<file path="src/rtl/dpbp_pkg.sv">
// shared types, register indexes and constants for the depth back-projection core
package dpbp_pkg;

    localparam int MAX_COLUMNS = 4096;
    localparam int MAX_ROWS    = 4096;

    localparam int CFG_IDX_W  = 3;
    localparam int CFG_DATA_W = 48;

    localparam logic [CFG_IDX_W-1:0] CFG_CENTER_COL    = 3'd0;
    localparam logic [CFG_IDX_W-1:0] CFG_CENTER_ROW    = 3'd1;
    localparam logic [CFG_IDX_W-1:0] CFG_INV_FOCAL_COL = 3'd2;
    localparam logic [CFG_IDX_W-1:0] CFG_INV_FOCAL_ROW = 3'd3;
    localparam logic [CFG_IDX_W-1:0] CFG_BOX_MIN       = 3'd4;
    localparam logic [CFG_IDX_W-1:0] CFG_BOX_MAX       = 3'd5;

    localparam logic [15:0] RST_CENTER_COL = 16'd5120;
    localparam logic [15:0] RST_CENTER_ROW = 16'd3840;
    localparam logic [23:0] RST_INV_FOCAL  = 24'd32263;
    localparam logic [47:0] RST_BOX_MIN    = 48'hEC14_EC14_EC14;
    localparam logic [47:0] RST_BOX_MAX    = 48'h13EC_13EC_13EC;

    // signed position before saturation, 1/16 mm
    localparam int POS_W = 34;

    // pipeline stages ahead of the box stage
    localparam int AXIS_STAGES = 4;

    typedef struct packed {
        logic [11:0] pixel_col;
        logic [11:0] pixel_row;
        logic [15:0] depth_mm;
        logic        mask_bit;
        logic [7:0]  red_in;
        logic [7:0]  green_in;
        logic [7:0]  blue_in;
    } t_pixel_in;

    typedef struct packed {
        logic signed [31:0] pos_x;
        logic signed [31:0] pos_y;
        logic [15:0]        pos_z;
        logic [7:0]         red_out;
        logic [7:0]         green_out;
        logic [7:0]         blue_out;
        logic               point_valid;
        logic               keep_point;
    } t_point_out;

    // data that rides alongside the projection stages
    typedef struct packed {
        logic        point_valid;
        logic        mask_bit;
        logic [15:0] depth_mm;
        logic [7:0]  red;
        logic [7:0]  green;
        logic [7:0]  blue;
    } t_side;

endpackage

</file>
<file path="src/rtl/dpbp_axis.sv">
// four-stage projection of one axis: offset, depth product, focal product, rounding
module dpbp_axis (
    input  logic                                i_clk,
    input  logic [11:0]                         i_pix,
    input  logic [15:0]                         i_center,
    input  logic [15:0]                         i_depth,
    input  logic [23:0]                         i_inv_focal,
    output logic signed [dpbp_pkg::POS_W-1:0]   o_pos
);
    import dpbp_pkg::*;

    logic signed [16:0] diff;
    logic [15:0]        mag;
    logic [56:0]        rounded;
    logic [32:0]        quot;

    logic [15:0]              r_mag_a;
    logic                     r_neg_a;
    logic [15:0]              r_depth_a;
    logic [31:0]              r_md_b;
    logic                     r_neg_b;
    logic [55:0]              r_prod_c;
    logic                     r_neg_c;
    logic signed [POS_W-1:0]  r_pos_d;

    logic [15:0]              n_mag_a;
    logic [31:0]              n_md_b;
    logic [55:0]              n_prod_c;
    logic signed [POS_W-1:0]  n_pos_d;

    always_comb begin
        diff    = $signed({1'b0, i_pix, 4'b0000}) - $signed({1'b0, i_center});
        mag     = diff[16] ? 16'(-diff) : diff[15:0];
        n_mag_a = mag;
        n_md_b  = 32'(r_mag_a) * 32'(r_depth_a);
        n_prod_c = 56'(r_md_b) * 56'(i_inv_focal);
        // round half away from zero on the magnitude
        rounded = 57'(r_prod_c) + 57'(1 << 23);
        quot    = rounded[56:24];
        n_pos_d = r_neg_c ? -$signed({1'b0, quot}) : $signed({1'b0, quot});
    end

    always_ff @(posedge i_clk) begin
        r_mag_a   <= n_mag_a;
        r_neg_a   <= diff[16];
        r_depth_a <= i_depth;
        r_md_b    <= n_md_b;
        r_neg_b   <= r_neg_a;
        r_prod_c  <= n_prod_c;
        r_neg_c   <= r_neg_b;
        r_pos_d   <= n_pos_d;
    end

    assign o_pos = r_pos_d;

endmodule

</file>
<file path="config.mk">
export PLATFORM = sky130hd
export DESIGN_NAME = dpbp_axis
export DESIGN_NICKNAME = d
export VERILOG_FILES = /design/src/rtl/dpbp_pkg.sv /design/src/rtl/dpbp_axis.sv
export SDC_FILE = /design/constraint.sdc
export NUM_CORES = 2
export LEC_CHECK = 0
export BUFFER_PORTS_ARGS = -buffer_cell sky130_fd_sc_hd__buf_2
export CAP_MARGIN = 10
export CORE_MARGIN = 2
export CORE_UTILIZATION = 65
export DETAILED_ROUTE_END_ITERATION = 10
export PLACE_DENSITY_LB_ADDON = 0.05
export SYNTH_ARGS = -nofsm -noshare
export SYNTH_HDL_FRONTEND = slang
export SYNTH_SLANG_ARGS = --single-unit
</file>
<file path="constraint.sdc">
create_clock -name i_clk -period 22.3 [get_ports i_clk]
set_input_delay 4.46 -clock i_clk [delete_from_list [all_inputs] [get_ports i_clk]]
set_output_delay 4.46 -clock i_clk [all_outputs]
set_load 0.1 [all_outputs]
</file>
==> results.ini <==
[drt]
residual_antenna_violating_net_count_after_detailed_routing=0
detail_route.first_pass.iterations=7
vias=27840
detail_route.drc_violations=0
iteration_0_drc_markers=1853
detail_routed_net_length_per_standard_cell_um=18.73
finalWirelength_um=93250
post_drt_via_cell_ratio=5.593

[synth]
post-synth-top-area-fraction=0.4501
post_synth_top_area_cell=sky130_fd_sc_hd__fa_1
synth_sequential_area_ratio=0.07087
ys_ff_latch=134
yosysWarnings=0
synth_area_sq_mm=0.03785
synth_top_flop_cell=sky130_fd_sc_hd__dfxtp_1
synth-edff-count=0
syn-mean-instance-area_sq_um=8.928
yosys.cell_types.count=74
synthesis.nets=5457
async_flop_share=0
synth.top_cells.by_area=sky130_fd_sc_hd__fa_1 45%, sky130_fd_sc_hd__ha_1 9.8%, sky130_fd_sc_hd__inv_1 9.4%
post-synth-top-count-cell=sky130_fd_sc_hd__inv_1
netlist_top_cells_count=949 x sky130_fd_sc_hd__inv_1, 851 x sky130_fd_sc_hd__fa_1, 627 x sky130_fd_sc_hd__nand2_1
syn_inst=4240

[min_path]
hp-start=r_neg_a
hold-path-cell-count=0
timing.hold.worst.class=reg -> reg
timing.hold.worst_endpoint=r_neg_b

[timing]
timing.final.hold_violations=0
grt_setup_unrepaired=no
maxSlewViolCount=0
final.min_clock_period_ps=11810
fmax_mhz=84.68
setup-violations-final=0
final.setup_skew_ps=12.84
setup-tns-final_ps=0
worst_hold_slack_ps=323.1
final_worst_setup_slack_ps=10490
worst_slew_margin_rel=0.08702
min_period_over_period=0.5296
tightest_slew_ps=1368

[clocking]
cts.sinks=134
path_clk_slew_ps=60
max-clock-path-buffers=2
post_cts_hold_buffer_count=0
cts_buf_count=17
postCtsResizedCells=0
clk_latency_ps=480
clock_tree.htree_level_count=4
postCtsSetupRepairBufs=0
cts_root_buf=sky130_fd_sc_hd__clkbuf_16
tritoncts=yes

[job]
max_cap_violations=0

[grt]
maximum_number_of_pins_on_one_net_before_global_route_repair=33
antenna_found_initial=3
number_of_global_route_vias_before_repair=29560
grt_overflow_total=0
grt_util_all_layers=0.3312
wire_length_of_the_first_global_routing_pass_um=154700

[worst_setup_path]
worst_path_max_delay_cell=sky130_fd_sc_hd__buf_2
path_buf_inv=6
cp_max_fo=32
critical_path_arrival_ps=12140
setup.worst_path.end_class=register
cp_cell_sequence=buf_2 -> nand2_1 -> fa_1 -> inv_1 -> fa_1 -> inv_1 -> fa_1 -> fa_1 -> inv_1 -> fa_1 -> fa_1 -> inv_1 -> fa_1 -> inv_1 -> ha_1 -> nand4_1 -> nor3_1 -> o21ai_0 -> o2111ai_1 -> a2111oi_0 -> nor2_1 -> a31oi_1 -> o21ai_0 -> o311ai_0
rr_startpoint=r_md_b[11]
worst_r2r_path_depth=21
cpPeakStageDelay_ps=620
critPathTopFamily=adder cells
worst_setup_path_start_kind=input pin
timing.critical_path.mode_cell=sky130_fd_sc_hd__fa_1
regToRegSetupSlack_ps=13970
critical_path_class=in -> reg
crit-reg2reg-capture=r_prod_c[45]
cp.required_ps=22630

[floorplan]
die_h_um=245.3
fp.dieArea_sq_mm=0.06018
io_pins=103
floorplan.die.width_um=245.3
coreArea_sq_mm=0.05759
floorplan.initialDensity=0.6574
core.rowCount=88

[place]
place.detailed.hpwl_um=72730
placed_cell_area_sq_mm=0.03882
dp_worst_setup_slack_ps=10240
io_buffer_count=102
gp_congestion=0.9734

[finish]
finish.net_count=5415
area_added_between_synthesis_and_finish_pct=4.112
fraction_of_layout_cells_with_a_size_suffix_above_1=0.04537
design_area_sq_mm=0.03941

[outcome]
outcome=finished, final reports clean

## worst max path at each step
stage | from | end | slack, ps | cells past startpoint
final | i_inv_focal[4] | r_prod_c[49] | 10490 | 24
after global routing | i_inv_focal[3] | r_prod_c[48] | 10240 | 24
after floorplan | i_inv_focal[3] | r_prod_c[55] | 11570 | 25
after detailed placement | i_inv_focal[9] | r_prod_c[55] | 10240 | 22
after global placement | i_inv_focal[4] | r_prod_c[45] | 10240 | 22
after CTS | i_inv_focal[9] | r_prod_c[55] | 10740 | 22
## layout make-up
class                   instances  area (sq um)
diodes                          3         7.507
fillers                      4797         18170
clock buffers                  17         425.4
well taps                     765         957.2
inverters                     949          3562
repair buffers                136         765.7
flip-flops and latches        134          2683
clock inverters                14         152.6
multi-input cells            2960         30860
## placed cells by master, fill, tap and decap left out, drive strengths merged, types with 4 or more instances in the layout
master and instances:
a2111oi 5, a211oi 15, xor2 38, clkbuf 17
a311oi 4, nor4 7, and2 499, a21o 30
o31a 4, or2 4, a21oi 95, inv 951
nand2 627, o21a 13, or3 6, nor2 73
clkinv 9, and3 17, o311ai 4, o21ai 58
o31ai 16, nand3 37, nor3 21, o2111ai 4
nor3b 4, a31oi 9, xnor2 111, nor2b 9
nand2b 8, dfxtp 134, buf 136, o211ai 9
o21bai 16, fa 851, nand4 20, and4 10
ha 297
## cells by family (layout without fill, tap and decap cells)
| logic type | after synthesis | after routing | synth area share |
|---|---|---|---|
| buffers and inverters | 1146 | 1116 | 0.1140 |
| xor gates and xnor gates | 149 | 149 | 0.03467 |
| and+or+nand+nor | 1352 | 1352 | 0.1778 |
| AOI/OAI and AO/OA | 307 | 307 | 0.05332 |
| DFF | 134 | 134 | 0.07087 |
| other | 0 | 3 | 0 |
| muxes | 4 | 4 | 0.001124 |
| adders and majority gates | 1148 | 1148 | 0.5482 |
## sequential cells by signal, summed over array words and instances, names as in the netlist
name and cells:
r_neg_b 1, r_depth_a 16, r_prod_c 33, o_pos 34, r_neg_a 1, r_neg_c 1, r_mag_a 16, r_md_b 32
## worst reg2reg max path: stages, from the launching register on
cell and delay, ps:
sky130_fd_sc_hd__dfxtp_1 1230, sky130_fd_sc_hd__nand2_1 210, sky130_fd_sc_hd__fa_1 530, sky130_fd_sc_hd__inv_1 50
sky130_fd_sc_hd__fa_1 470, sky130_fd_sc_hd__inv_1 60, sky130_fd_sc_hd__fa_1 580, sky130_fd_sc_hd__fa_1 450
sky130_fd_sc_hd__fa_1 540, sky130_fd_sc_hd__inv_1 50, sky130_fd_sc_hd__fa_1 520, sky130_fd_sc_hd__fa_1 440
sky130_fd_sc_hd__ha_1 340, sky130_fd_sc_hd__a21oi_1 130, sky130_fd_sc_hd__o21ai_0 200, sky130_fd_sc_hd__o31ai_1 540
sky130_fd_sc_hd__o2111ai_1 300, sky130_fd_sc_hd__a2111oi_0 490, sky130_fd_sc_hd__nor2_1 280, sky130_fd_sc_hd__a31oi_1 510
sky130_fd_sc_hd__o21bai_1 150, sky130_fd_sc_hd__xor2_1 160
## metrics by stage
step                      utilization  instances
after global routing           0.6843       4975
after CTS                      0.6843       4975
final                          0.6844       4978
after global placement         0.6742       4944
after floorplan                     -       4240
after detailed placement       0.6742       4944
## layer usage
metal	share of wire	vias to the layer above	track usage
met5	0.00049	-	0
met2	0.47	1099	0.5345
met3	0.087	216	0.07476
met4	0.028	6	0.09971
met1	0.42	14060	0.4496
li1	-	12460	-
Power is left out: the tool's default activity adds up to more than one toggle a clock period on the data nets, which glitch-free logic cannot reach.
