## config.mk

```make
export PLATFORM = sky130hd
export DESIGN_NAME = dpbp_box
export DESIGN_NICKNAME = d
export VERILOG_FILES = /design/src/rtl/dpbp_pkg.sv /design/src/rtl/dpbp_box.sv
export SDC_FILE = /design/constraint.sdc
export NUM_CORES = 1
export LEC_CHECK = 0
export BUFFER_PORTS_ARGS = -buffer_cell sky130_fd_sc_hd__buf_2
export CORE_AREA = 10 10 207 160
export CTS_CLUSTER_SIZE = 16
export DETAILED_ROUTE_END_ITERATION = 7
export DIE_AREA = 0 0 217 170
export PLACE_DENSITY_LB_ADDON = 0.1
export SETUP_SLACK_MARGIN = 0.5
export SYNTH_ARGS = -nofsm -noshare
export SYNTH_HDL_FRONTEND = slang
export SYNTH_SLANG_ARGS = --single-unit
```

## constraint.sdc

```tcl
create_clock -name i_clk -period 3.7 [get_ports i_clk]
set_clock_uncertainty 0.1 [all_clocks]
set_input_delay 0.185 -clock i_clk [delete_from_list [all_inputs] [get_ports i_clk]]
set_output_delay 0.185 -clock i_clk [all_outputs]
set_load 0.02 [all_outputs]
```

## src/rtl/dpbp_pkg.sv

```systemverilog
// shared types, register indexes and constants for the depth back-projection core
package dpbp_pkg;

    localparam int MAX_COLUMNS = 4096;
    localparam int MAX_ROWS    = 4096;

    localparam int CFG_IDX_W  = 3;
    localparam int CFG_DATA_W = 48;

    localparam logic [CFG_IDX_W-1:0] CFG_CENTER_COL    = 3'd0;
    localparam logic [CFG_IDX_W-1:0] CFG_CENTER_ROW    = 3'd1;
    localparam logic [CFG_IDX_W-1:0] CFG_INV_FOCAL_COL = 3'd2;
    localparam logic [CFG_IDX_W-1:0] CFG_INV_FOCAL_ROW = 3'd3;
    localparam logic [CFG_IDX_W-1:0] CFG_BOX_MIN       = 3'd4;
    localparam logic [CFG_IDX_W-1:0] CFG_BOX_MAX       = 3'd5;

    localparam logic [15:0] RST_CENTER_COL = 16'd5120;
    localparam logic [15:0] RST_CENTER_ROW = 16'd3840;
    localparam logic [23:0] RST_INV_FOCAL  = 24'd32263;
    localparam logic [47:0] RST_BOX_MIN    = 48'hEC14_EC14_EC14;
    localparam logic [47:0] RST_BOX_MAX    = 48'h13EC_13EC_13EC;

    // signed position before saturation, 1/16 mm
    localparam int POS_W = 34;

    // pipeline stages ahead of the box stage
    localparam int AXIS_STAGES = 4;

    typedef struct packed {
        logic [11:0] pixel_col;
        logic [11:0] pixel_row;
        logic [15:0] depth_mm;
        logic        mask_bit;
        logic [7:0]  red_in;
        logic [7:0]  green_in;
        logic [7:0]  blue_in;
    } t_pixel_in;

    typedef struct packed {
        logic signed [31:0] pos_x;
        logic signed [31:0] pos_y;
        logic [15:0]        pos_z;
        logic [7:0]         red_out;
        logic [7:0]         green_out;
        logic [7:0]         blue_out;
        logic               point_valid;
        logic               keep_point;
    } t_point_out;

    // data that rides alongside the projection stages
    typedef struct packed {
        logic        point_valid;
        logic        mask_bit;
        logic [15:0] depth_mm;
        logic [7:0]  red;
        logic [7:0]  green;
        logic [7:0]  blue;
    } t_side;

endpackage

```

## src/rtl/dpbp_box.sv

```systemverilog
// last stage: saturation, inclusive box test and result register
module dpbp_box (
    input  logic                                i_clk,
    input  logic                                i_rst_n,
    input  logic                                i_valid,
    input  dpbp_pkg::t_side                     i_side,
    input  logic signed [dpbp_pkg::POS_W-1:0]   i_pos_x,
    input  logic signed [dpbp_pkg::POS_W-1:0]   i_pos_y,
    input  logic [47:0]                         i_box_min,
    input  logic [47:0]                         i_box_max,
    output logic                                o_valid,
    output dpbp_pkg::t_point_out                o_result
);
    import dpbp_pkg::*;

    localparam logic signed [POS_W-1:0] SAT_MAX = POS_W'(64'sd2147483647);
    localparam logic signed [POS_W-1:0] SAT_MIN = -POS_W'(64'sd2147483648);

    logic signed [POS_W-1:0] lo_x, hi_x, lo_y, hi_y;
    logic signed [16:0]      lo_z, hi_z, pz;
    logic                    in_box;
    logic signed [31:0]      sat_x, sat_y;

    logic       r_valid;
    t_point_out r_result;
    t_point_out n_result;

    function automatic logic signed [31:0] sat32(input logic signed [POS_W-1:0] v);
        logic signed [31:0] res;
        if (v > SAT_MAX) begin
            res = 32'sh7FFF_FFFF;
        end else if (v < SAT_MIN) begin
            res = 32'sh8000_0000;
        end else begin
            res = v[31:0];
        end
        return res;
    endfunction

    always_comb begin
        // x and y bounds scaled from mm to 1/16 mm
        lo_x = POS_W'($signed({i_box_min[15:0], 4'b0000}));
        hi_x = POS_W'($signed({i_box_max[15:0], 4'b0000}));
        lo_y = POS_W'($signed({i_box_min[31:16], 4'b0000}));
        hi_y = POS_W'($signed({i_box_max[31:16], 4'b0000}));
        lo_z = 17'($signed(i_box_min[47:32]));
        hi_z = 17'($signed(i_box_max[47:32]));
        pz   = $signed({1'b0, i_side.depth_mm});
        in_box = (i_pos_x >= lo_x) && (i_pos_x <= hi_x) &&
                 (i_pos_y >= lo_y) && (i_pos_y <= hi_y) &&
                 (pz >= lo_z) && (pz <= hi_z);
        sat_x = sat32(i_pos_x);
        sat_y = sat32(i_pos_y);

        n_result.red_out     = i_side.red;
        n_result.green_out   = i_side.green;
        n_result.blue_out    = i_side.blue;
        n_result.point_valid = i_side.point_valid;
        if (i_side.point_valid) begin
            n_result.pos_x      = sat_x;
            n_result.pos_y      = sat_y;
            n_result.pos_z      = i_side.depth_mm;
            n_result.keep_point = i_side.mask_bit & in_box;
        end else begin
            n_result.pos_x      = '0;
            n_result.pos_y      = '0;
            n_result.pos_z      = '0;
            n_result.keep_point = 1'b0;
        end
    end

    always_ff @(posedge i_clk) begin
        if (!i_rst_n) begin
            r_valid <= 1'b0;
        end else begin
            r_valid <= i_valid;
        end
    end

    always_ff @(posedge i_clk) begin
        r_result <= n_result;
    end

    assign o_valid  = r_valid;
    assign o_result = r_result;

endmodule

```

==> metrics.txt, run 1 <==
critical path launch point type=input port; Mapped Area=~6600 um2; Congestion Overflow GR=0; FP Rows=54; Buf/Inv on CP=2; syn_area_per_cell=8.454 um2; Longest Clk Path Bufs=2; final critical-path required period=2.768 ns; share of layout cells above drive strength 1=0.2877; Via Count=6,503; Synth Register Bits=107; H-tree Lvls=3; # fillers=between 3,000 and 4,000; Post-CTS Hold Buffers=100; Mapped Cells=approximately 780; vias in the first global route=a little under 7,000; PortBufs=315; Mapped Nets=approximately 1,100; setup slack at placement=between 1 and 1.5 ns; Initial Utilization=0.2269; Internal Power=approximately 2.1 mW; Post-synth EDFFs=0; Tightest Pin Transition=between 0.7 and 0.8 ns; Worst Path Required=between 3 and 4 ns; Die X=217 um; Crit path max-delay family=simple AND/OR/NAND/NOR gates; Comb pwr share=0.279; clock power share=0.323; hold_ws=~0.021 ns; Setup crit end=o_result[0]; Sequential Power Share=0.397; sequential fraction of the synthesis area=0.3265; crit path max-delay cell type=dlygate4sd3_1; first-pass GRT wire length=a little under 40,000 um; Primary FF master, synth=dfxtp_1; CTS tree=yes; routed wire length per instance=~16 um; unrepaired setup endpoints after global routing=no; DRC Markers=0; hold depth=3; Crit Path Max Fanout=3; placed cell area=between 8000 and 9000 um2; cts bufs inserted=9; CP arrival=between 2 and 3 ns; Detail Placement HPWL=21,810 um; Most common cell on crit path=nand4_1; initial antenna violation count=9; Critical Path Sink Type=register; f_max=around 0.36 GHz; crit path kind=input port to register; Power, Total=between 3 and 4 mW; DP Cell Count=between 1,000 and 1,500; Power Dens Cells=between 300 and 400 nW/um2; leakage=approximately 5.3 nW; Setup WS post-layout=0.9322 ns; setup tns final=0 ns; CTS-repair resized insts=0; fin cells=around 1,600; Avg Vias per Cell=just over 4; Maximum Capacitance Violations=0; Initial DRC Count=298; largest net degree at the start of global routing=32; cell breakdown of the critical path=dlygate4sd3_1 -> buf_2 -> ha_1 -> nand4_1 -> or3_4 -> nor4_2 -> nand3_1 -> nand4b_1 -> mux2_1 -> nand4_1 -> a211oi_2; post-route ant nets=0; Sw Share=0.3287; Synth area leaders=dfxtp_1, ha_1, nor2_1; CP max stage delay=about 0.54 ns; Final Max Tran Viols=0; Detailed Route WL=between 20,000 and 30,000 um; area share of the largest cell type after synthesis=0.3265; dominant cell by count in the synthesized netlist=ha_1; Design Area, Final=just under 10,000 um2; Tot GR Track Use=0.1369; Core ar.=between 20,000 and 30,000 um2; Finish-stage setup viols=0; die height=approximately 170 um; GP Congestion=0.7681; Clock Sinks=around 110; CTS root buf=clkbuf_16; Worst VDD drop=a little under 0.2 mV; DIE AREA=approximately 37,000 um2; I/O pin total=about 320; YS warnings=0; status=completed; final hold viol count=0; CP Depth=11; fin util=0.3435; post-layout net count=between 1,500 and 2,000; area grow syn2layout=51.44%; DR pass1 iterations=4; leading area contributor after synthesis=dfxtp_1; Psw=roughly 1.0 mW; worst min-delay path category=input port to register; Critical Path Source=i_pos_x[17]; postcts setup bufs=0; Worst-path clk slew=~0.080 ns; Yosys cell types=44; asr flop ratio synth=0; synth cell count leaders=ha_1, nor2_1, dfxtp_1; Max-slew headroom=0.4891; fin crit share=0.7480
-- worst min-delay path by stage --
stage                start            end  slack [ns]
2_1_floorplan    i_side[8]   o_result[10]        0.11
3_3_place_gp     i_side[2]    o_result[4]        0.19
3_5_place_dp    i_side[19]   o_result[21]        0.19
4_1_cts        i_pos_x[29]  o_result[103]       0.002
5_1_grt        i_pos_x[29]  o_result[103]        0.03
6_report       i_pos_x[29]  o_result[103]        0.02
-- layout by cell type (no fill, tap or decap), types with 4 or more instances in the layout --
master,n
inv_1,103
nand4_1,25
nand2b_1,4
nand2_1,36
dlygate4sd3_1,101
a21oi_1,54
diode_2,4
buf_4,5
dfxtp_1,107
a211oi_1,7
nand3_1,12
o211ai_1,6
o21ai_0,23
ha_1,154
buf_2,315
nor3_1,4
and2_1,19
clkbuf_16,9
nor2_1,146
a21o_1,15
-- cell families (layout without fill, tap and decap cells) --
| family | Yosys count | in the layout | share of synthesized area |
|---|---|---|---|
| compound gates | 124 | 124 | 0.1141 |
| xor+xnor | 1 | 1 | 0.001335 |
| fa+ha+maj | 154 | 154 | 0.2937 |
| buf+inv | 117 | 540 | 0.06695 |
| flops | 107 | 107 | 0.3265 |
| mux | 3 | 3 | 0.004768 |
| other cells | 0 | 4 | 0 |
| simple gates | 270 | 270 | 0.1926 |
-- sequential cells by signal, indices dropped and copies added, names as in the netlist --
name,flops
o_result,106
o_valid,1
-- power groups by stage --
stage	registers (mW)	clock network, mW	logic, mW
floorplan	1.36	0	0.355
global placement	1.26	0	0.795
detailed placement	1.26	0	0.796
CTS	1.24	1.07	0.884
global route	1.24	1.09	0.987
finish	1.23	1.00	0.867
-- routing by layer --
metal | track usage | vias to the layer above | wire, um
li1 | - | 3481 | -
met1 | 0.1704 | 2839 | 12050
met2 | 0.2264 | 154 | 11980
met3 | 0.04802 | 21 | 1691
met4 | 0.02275 | 8 | 183
met5 | 0 | - | 52
-- final cells by class --
type | instances | area (um2) | share of cell area
Multi-Input combinational cell | 552 | 3984 | 0.4010
Timing Repair Buffer | 421 | 2625 | 0.2642
Sequential cell | 107 | 2142 | 0.2156
Tap cell | 392 | 490.5 | 0.04937
Inverter | 103 | 386.6 | 0.03892
Clock buffer | 9 | 225.2 | 0.02267
Clock inverter | 7 | 71.32 | 0.007179
Antenna cell | 4 | 10.01 | 0.001008
Power figures use the tool's default switching activity.
==> inputs of run 2 (changes only) <==
clock period = 2.5 ns   (was 3.7 ns; I/O delays follow)
==> metrics.txt, run 2 (synthesis results as in run 1) <==
hold depth=4 (+1); Power Dens Cells=446.1 nW/um2 (+43%); metal2 WL=11,120 um (-7.2%); unrepaired setup endpoints after global routing=no; Avg Vias per Cell=4.140 (+1.5%); Core ar.=28,920 um2 (unchanged); final hold viol count=0 (unchanged); Crit Path Max Fanout=2 (-1); f_max=0.5347 GHz; die height=170 um (unchanged); Clock Sinks=107 (unchanged); Tot GR Track Use=0.1360 (-0.0008275); crit path max-delay cell type=a221oi_2; Die X=217 um (unchanged); M1 WL=11,990 um (-0.46%); Maximum Capacitance Violations=0 (unchanged); Congestion Overflow GR=0 (unchanged); first-pass GRT wire length=39,360 um (-0.68%); WHS Endpoint=o_result[0]; CP arrival=2.06 ns (-0.90 ns); Design Area, Final=10,340 um2 (+4.1%); Crit path max-delay family=compound AO/OA/AOI/OAI gates; CP max stage delay=0.29 ns (-0.25 ns); H-tree Lvls=3 (unchanged); Worst-path clk slew=0.08 ns (about the same); placed cell area=8728 um2 (+1.3%); CTS tree=yes; initial antenna violation count=13 (+4); Initial Utilization=0.2269 (unchanged); FP Rows=54 (unchanged); setup tns final=0 ns (unchanged); min-delay src=i_box_min[47]; Via Count=6,661 (+2.4%); top sig layer=met5; post-route ant nets=0 (unchanged); share of layout cells above drive strength 1=0.3155 (+0.02775); leakage=5.410 nW (+2.0%); Worst VDD drop=0.3117 mV (+60%); DR pass1 iterations=4 (unchanged); DIE AREA=36,890 um2 (unchanged); status=completed; Buf/Inv on CP=3 (+1); CTS root buf=clkbuf_16; routed wire length per instance=15.90 um (-2.3%); cts bufs inserted=9 (unchanged); area grow syn2layout=57.60%; Detailed Route WL=25,580 um (-1.5%); Tightest Pin Transition=0.5484 ns (-0.2170 ns); cell breakdown of the critical path=buf_2 -> inv_2 -> ha_4 -> a21o_1 -> a21o_1 -> a221oi_2 -> o211ai_1 -> a211oi_2 -> o211ai_1 -> a21boi_2 -> buf_4 -> a211oi_2; I/O pin total=316 (unchanged); Final Max Tran Viols=0 (unchanged); most common cell after layout, fill and taps aside=buf_2; # fillers=3,101 (-0.51%); Detail Placement HPWL=21,230 um (-2.6%); vias in the first global route=7,134 (+3.0%); Max-slew headroom=0.6335 (+0.1444); worst min-delay path category=input port to register; Longest Clk Path Bufs=2 (unchanged); Worst Path Required=2.69 ns (-1.20 ns); largest net degree at the start of global routing=32 (unchanged); post-layout net count=1,572 (+0.96%); critical path launch point type=input port; Detail Route met3 WL=2126 um (+26%); Initial DRC Count=216 (-28%); crit path kind=input port to register; max reg flops=106 (unchanged); DRC Markers=0 (unchanged); commonest non-fill, non-tap cells in the layout=buf_2, nor2_1, ha_1, dfxtp_1, dlygate4sd3_1; Critical Path Sink Type=register; final critical-path required period=between 1.5 and 2 ns; GP Congestion=0.7591 (-1.2%); PortBufs=315 (unchanged); Finish-stage setup viols=0 (unchanged); fin crit share=0.7480
run 2: cell types whose count changed in the layout (fill, tap and decap cells not counted), moves of 3 or more:
cell,previous run,this run
ha_4,0,10
dlygate4sd3_1,101,106
a211oi_2,1,4
buf_4,5,11
a211oi_1,7,4
ha_1,154,144
inv_6,3,0
clkinvlp_4,1,5
inv_1,103,99
buf_12,0,3
run 2: routing by layer:
| metal | global-route usage | vias to the layer above |
|---|---|---|
| met5 | 0 | - |
| met4 | 0.02639 | 16 |
| met3 | 0.06060 | 30 |
| met2 | 0.2118 | 163 |
| met1 | 0.1707 | 2935 |
| li1 | - | 3517 |
run 2: through the flow:
stage / worst slack, ns / power [mW] / cells / utilization / hold slack [ns]
6_report: 0.6299 / 4.612 / 1609 / 0.3575 / 0.03443
5_1_grt: 0.4778 / 4.968 / 1608 / 0.3574 / 0.05612
4_1_cts: 0.5007 / 4.707 / 1603 / 0.3499 / 0.05473
3_5_place_dp: 0.07441 / 3.053 / 1480 / 0.3018 / 0.1289
3_3_place_gp: 0.05064 / 3.050 / 1480 / 0.3018 / 0.1274
2_1_floorplan: 0.5048 / 2.539 / 776 / - / 0.05272
run 2: report_power, final:
group	internal, mW	switching, mW	leakage (nW)
logic	0.622	0.722	4.38
registers	1.81	0.0214	0.892
clock network	0.714	0.726	0.137
run 2: cell type report:
cell class / count / area (um2) / area share
Multi-Input combinational cell: 552 / 4195 / 0.4058
Timing Repair Buffer: 436 / 2818 / 0.2725
Sequential cell: 107 / 2142 / 0.2072
Tap cell: 392 / 490.5 / 0.04744
Inverter: 103 / 397.9 / 0.03848
Clock buffer: 10 / 239.0 / 0.02311
Clock inverter: 6 / 48.80 / 0.004720
Antenna cell: 3 / 7.507 / 0.0007261
run 2: timing repair:
item                                    4_1_cts  5_1_grt
pin swaps                                     1       22
setup buffers                                 1        2
gates cloned                                  0        1
endpoints found under the setup margin        1        1
hold endpoints to repair                    105        0
resized for setup                             4       28
hold buffers                                106        0
run 2: how the worst max path moves through the flow:
stage | start | to | depth (start not counted)
2_1_floorplan | i_box_min[15] | o_result[0] | 10
3_3_place_gp | i_box_max[15] | o_result[0] | 12
3_5_place_dp | i_side[26] | o_result[0] | 10
4_1_cts | i_box_min[31] | o_result[0] | 8
5_1_grt | i_box_max[15] | o_result[0] | 12
6_report | i_box_max[3] | o_result[0] | 12
==> inputs of run 3 (changes only) <==
clock period = 1.7 ns   (was 2.5 ns; I/O delays follow)
==> metrics.txt, run 3 (synthesis results as in run 1) <==
Power, Total=7.083 mW (+54%); f_max=approximately 0.55 GHz; Critical Path Sink Type=register; leakage=5.891 nW (+8.9%); Power Dens Cells=631.4 nW/um2 (+42%); setup slack at placement=-0.7929 ns (-0.8673 ns); # fillers=3,076 (-0.81%); largest net degree at the start of global routing=32 (unchanged); Detailed Route WL=26,440 um (+3.4%); status=complete, but fails checks; Worst-path clk slew=0.09 ns (about the same); Tightest Pin Transition=0.5751 ns (+0.02668 ns); vias in the first global route=7,412 (+3.9%); Max-slew headroom=0.6114 (-0.02213); Finish-stage setup viols=1 (+1); share of layout cells above drive strength 1=0.3791 (+0.06361); area grow syn2layout=71.01%; DRC Markers=0 (unchanged); max reg flops=106 (unchanged); PortBufs=315 (unchanged); most common cell after layout, fill and taps aside=buf_2; fin util=0.3879 (+0.03042); I/O pin total=316 (unchanged); Detail Placement HPWL=21,660 um (+2.0%); worst min-delay path category=input port to register; cts bufs inserted=9 (unchanged); Setup WS post-layout=-0.1207 ns (-0.7506 ns); setup tns final=-0.1207 ns (-0.1207 ns); Tot GR Track Use=0.1418 (+0.005803); Via Count=6,979 (+4.8%); Worst VDD drop=0.4719 mV (+51%); FP Rows=54 (unchanged); Longest Clk Path Bufs=2 (unchanged); Maximum Capacitance Violations=0 (unchanged); routed wire length per instance=15.51 um (-2.4%); CTS root buf=clkbuf_16; final critical-path required period=1.821 ns; first-pass GRT wire length=41,210 um (+4.7%); Clock Sinks=107 (unchanged); Avg Vias per Cell=4.093 (-1.1%); failing checks=negative setup slack; crit path kind=input port to register; Initial Utilization=0.2269 (unchanged); final hold viol count=0 (unchanged); Crit Path Max Fanout=5 (+3); post-layout net count=1,669 (+6.2%); GP Congestion=0.7476 (-1.5%); unrepaired setup endpoints after global routing=yes; Congestion Overflow GR=0 (unchanged); commonest non-fill, non-tap cells in the layout=buf_2, nor2_1, ha_1, dfxtp_1, buf_4; initial antenna violation count=9 (-4); DIE AREA=36,890 um2 (unchanged); critical path launch point type=input port; DR pass1 iterations=4 (unchanged); CP arrival=1.98 ns (-0.08 ns); Core ar.=28,920 um2 (unchanged); die height=170 um (unchanged); Die X=217 um (unchanged); CTS tree=yes; post-route ant nets=0 (unchanged); Initial DRC Count=165 (-24%); Worst Path Required=1.86 ns (-0.83 ns); Final Max Tran Viols=0 (unchanged); fin crit share=1.071; H-tree Lvls=3 (unchanged)
## run 3: changes by cell type in the layout (fill, tap and decap cells not counted), sizes merged
cell / before / now
buf: 329 / 429
dlygate4sd3: 106 / 104
clkbuf: 11 / 10
clkinv: 3 / 2
clkinvlp: 5 / 6
diode: 3 / 2
## run 3: report_power, final
part / internal, mW / total, mW / switching [mW]
registers: 2.66 / 2.69 / 0.0335
clock network: 1.05 / 2.16 / 1.10
logic: 1.11 / 2.24 / 1.13
total: 4.82 / 7.08 / 2.26
## run 3: routing by layer
metal	GRT usage	routed length, um	up-vias
li1	-	-	3707
met3	0.05847	2181	26
met1	0.1788	12450	3071
met4	0.02608	236	12
met2	0.2241	11500	163
met5	0	69	-
## run 3: per-stage QoR
| step | instances | area (um2) | hold slack [ns] |
|---|---|---|---|
| 2_1_floorplan | 776 | 6614 | 0.01272 |
| 3_3_place_gp | 1569 | 9397 | 0.08725 |
| 3_5_place_dp | 1569 | 9397 | 0.08860 |
| 4_1_cts | 1703 | 11200 | 0.008783 |
| 5_1_grt | 1703 | 11210 | 0.01323 |
| 6_report | 1705 | 11220 | 0.02289 |
## run 3: layout make-up
type	instances	area [um2]	area share
multi-input cells	552	4358	0.3885
repair buffers	533	3533	0.3150
flip-flops and latches	107	2142	0.1909
well taps	392	490.5	0.04372
inverters	103	401.6	0.03580
clock buffers	10	239.0	0.02130
clock inverters	6	48.80	0.004350
diodes	2	5.005	0.0004461
## run 3: what timing repair did
action | in CTS | in global routing
setup endpoints to repair | 1 | 1
resized for setup | 59 | 1
pin swaps | 33 | 1
endpoints found under the hold margin | 103 | 0
setup buffers | 14 | 0
hold buffers | 104 | 0
## run 3: worst paths after layout
path	end	cells past startpoint	slack (ns)	startpoint
min	o_result[105]	2	0.02	i_side[41]
max	o_result[0]	11	-0.12	i_box_max[15]
## run 3: worst max-delay path: stages
cell and delay, ns:
buf_2 0.10, clkinvlp_4 0.10, buf_4 0.17, ha_1 0.31
nand4_1 0.20, nor4_1 0.32, buf_4 0.17, a211oi_2 0.05
o211ai_1 0.17, a21boi_4 0.23, a211oi_2 0.06
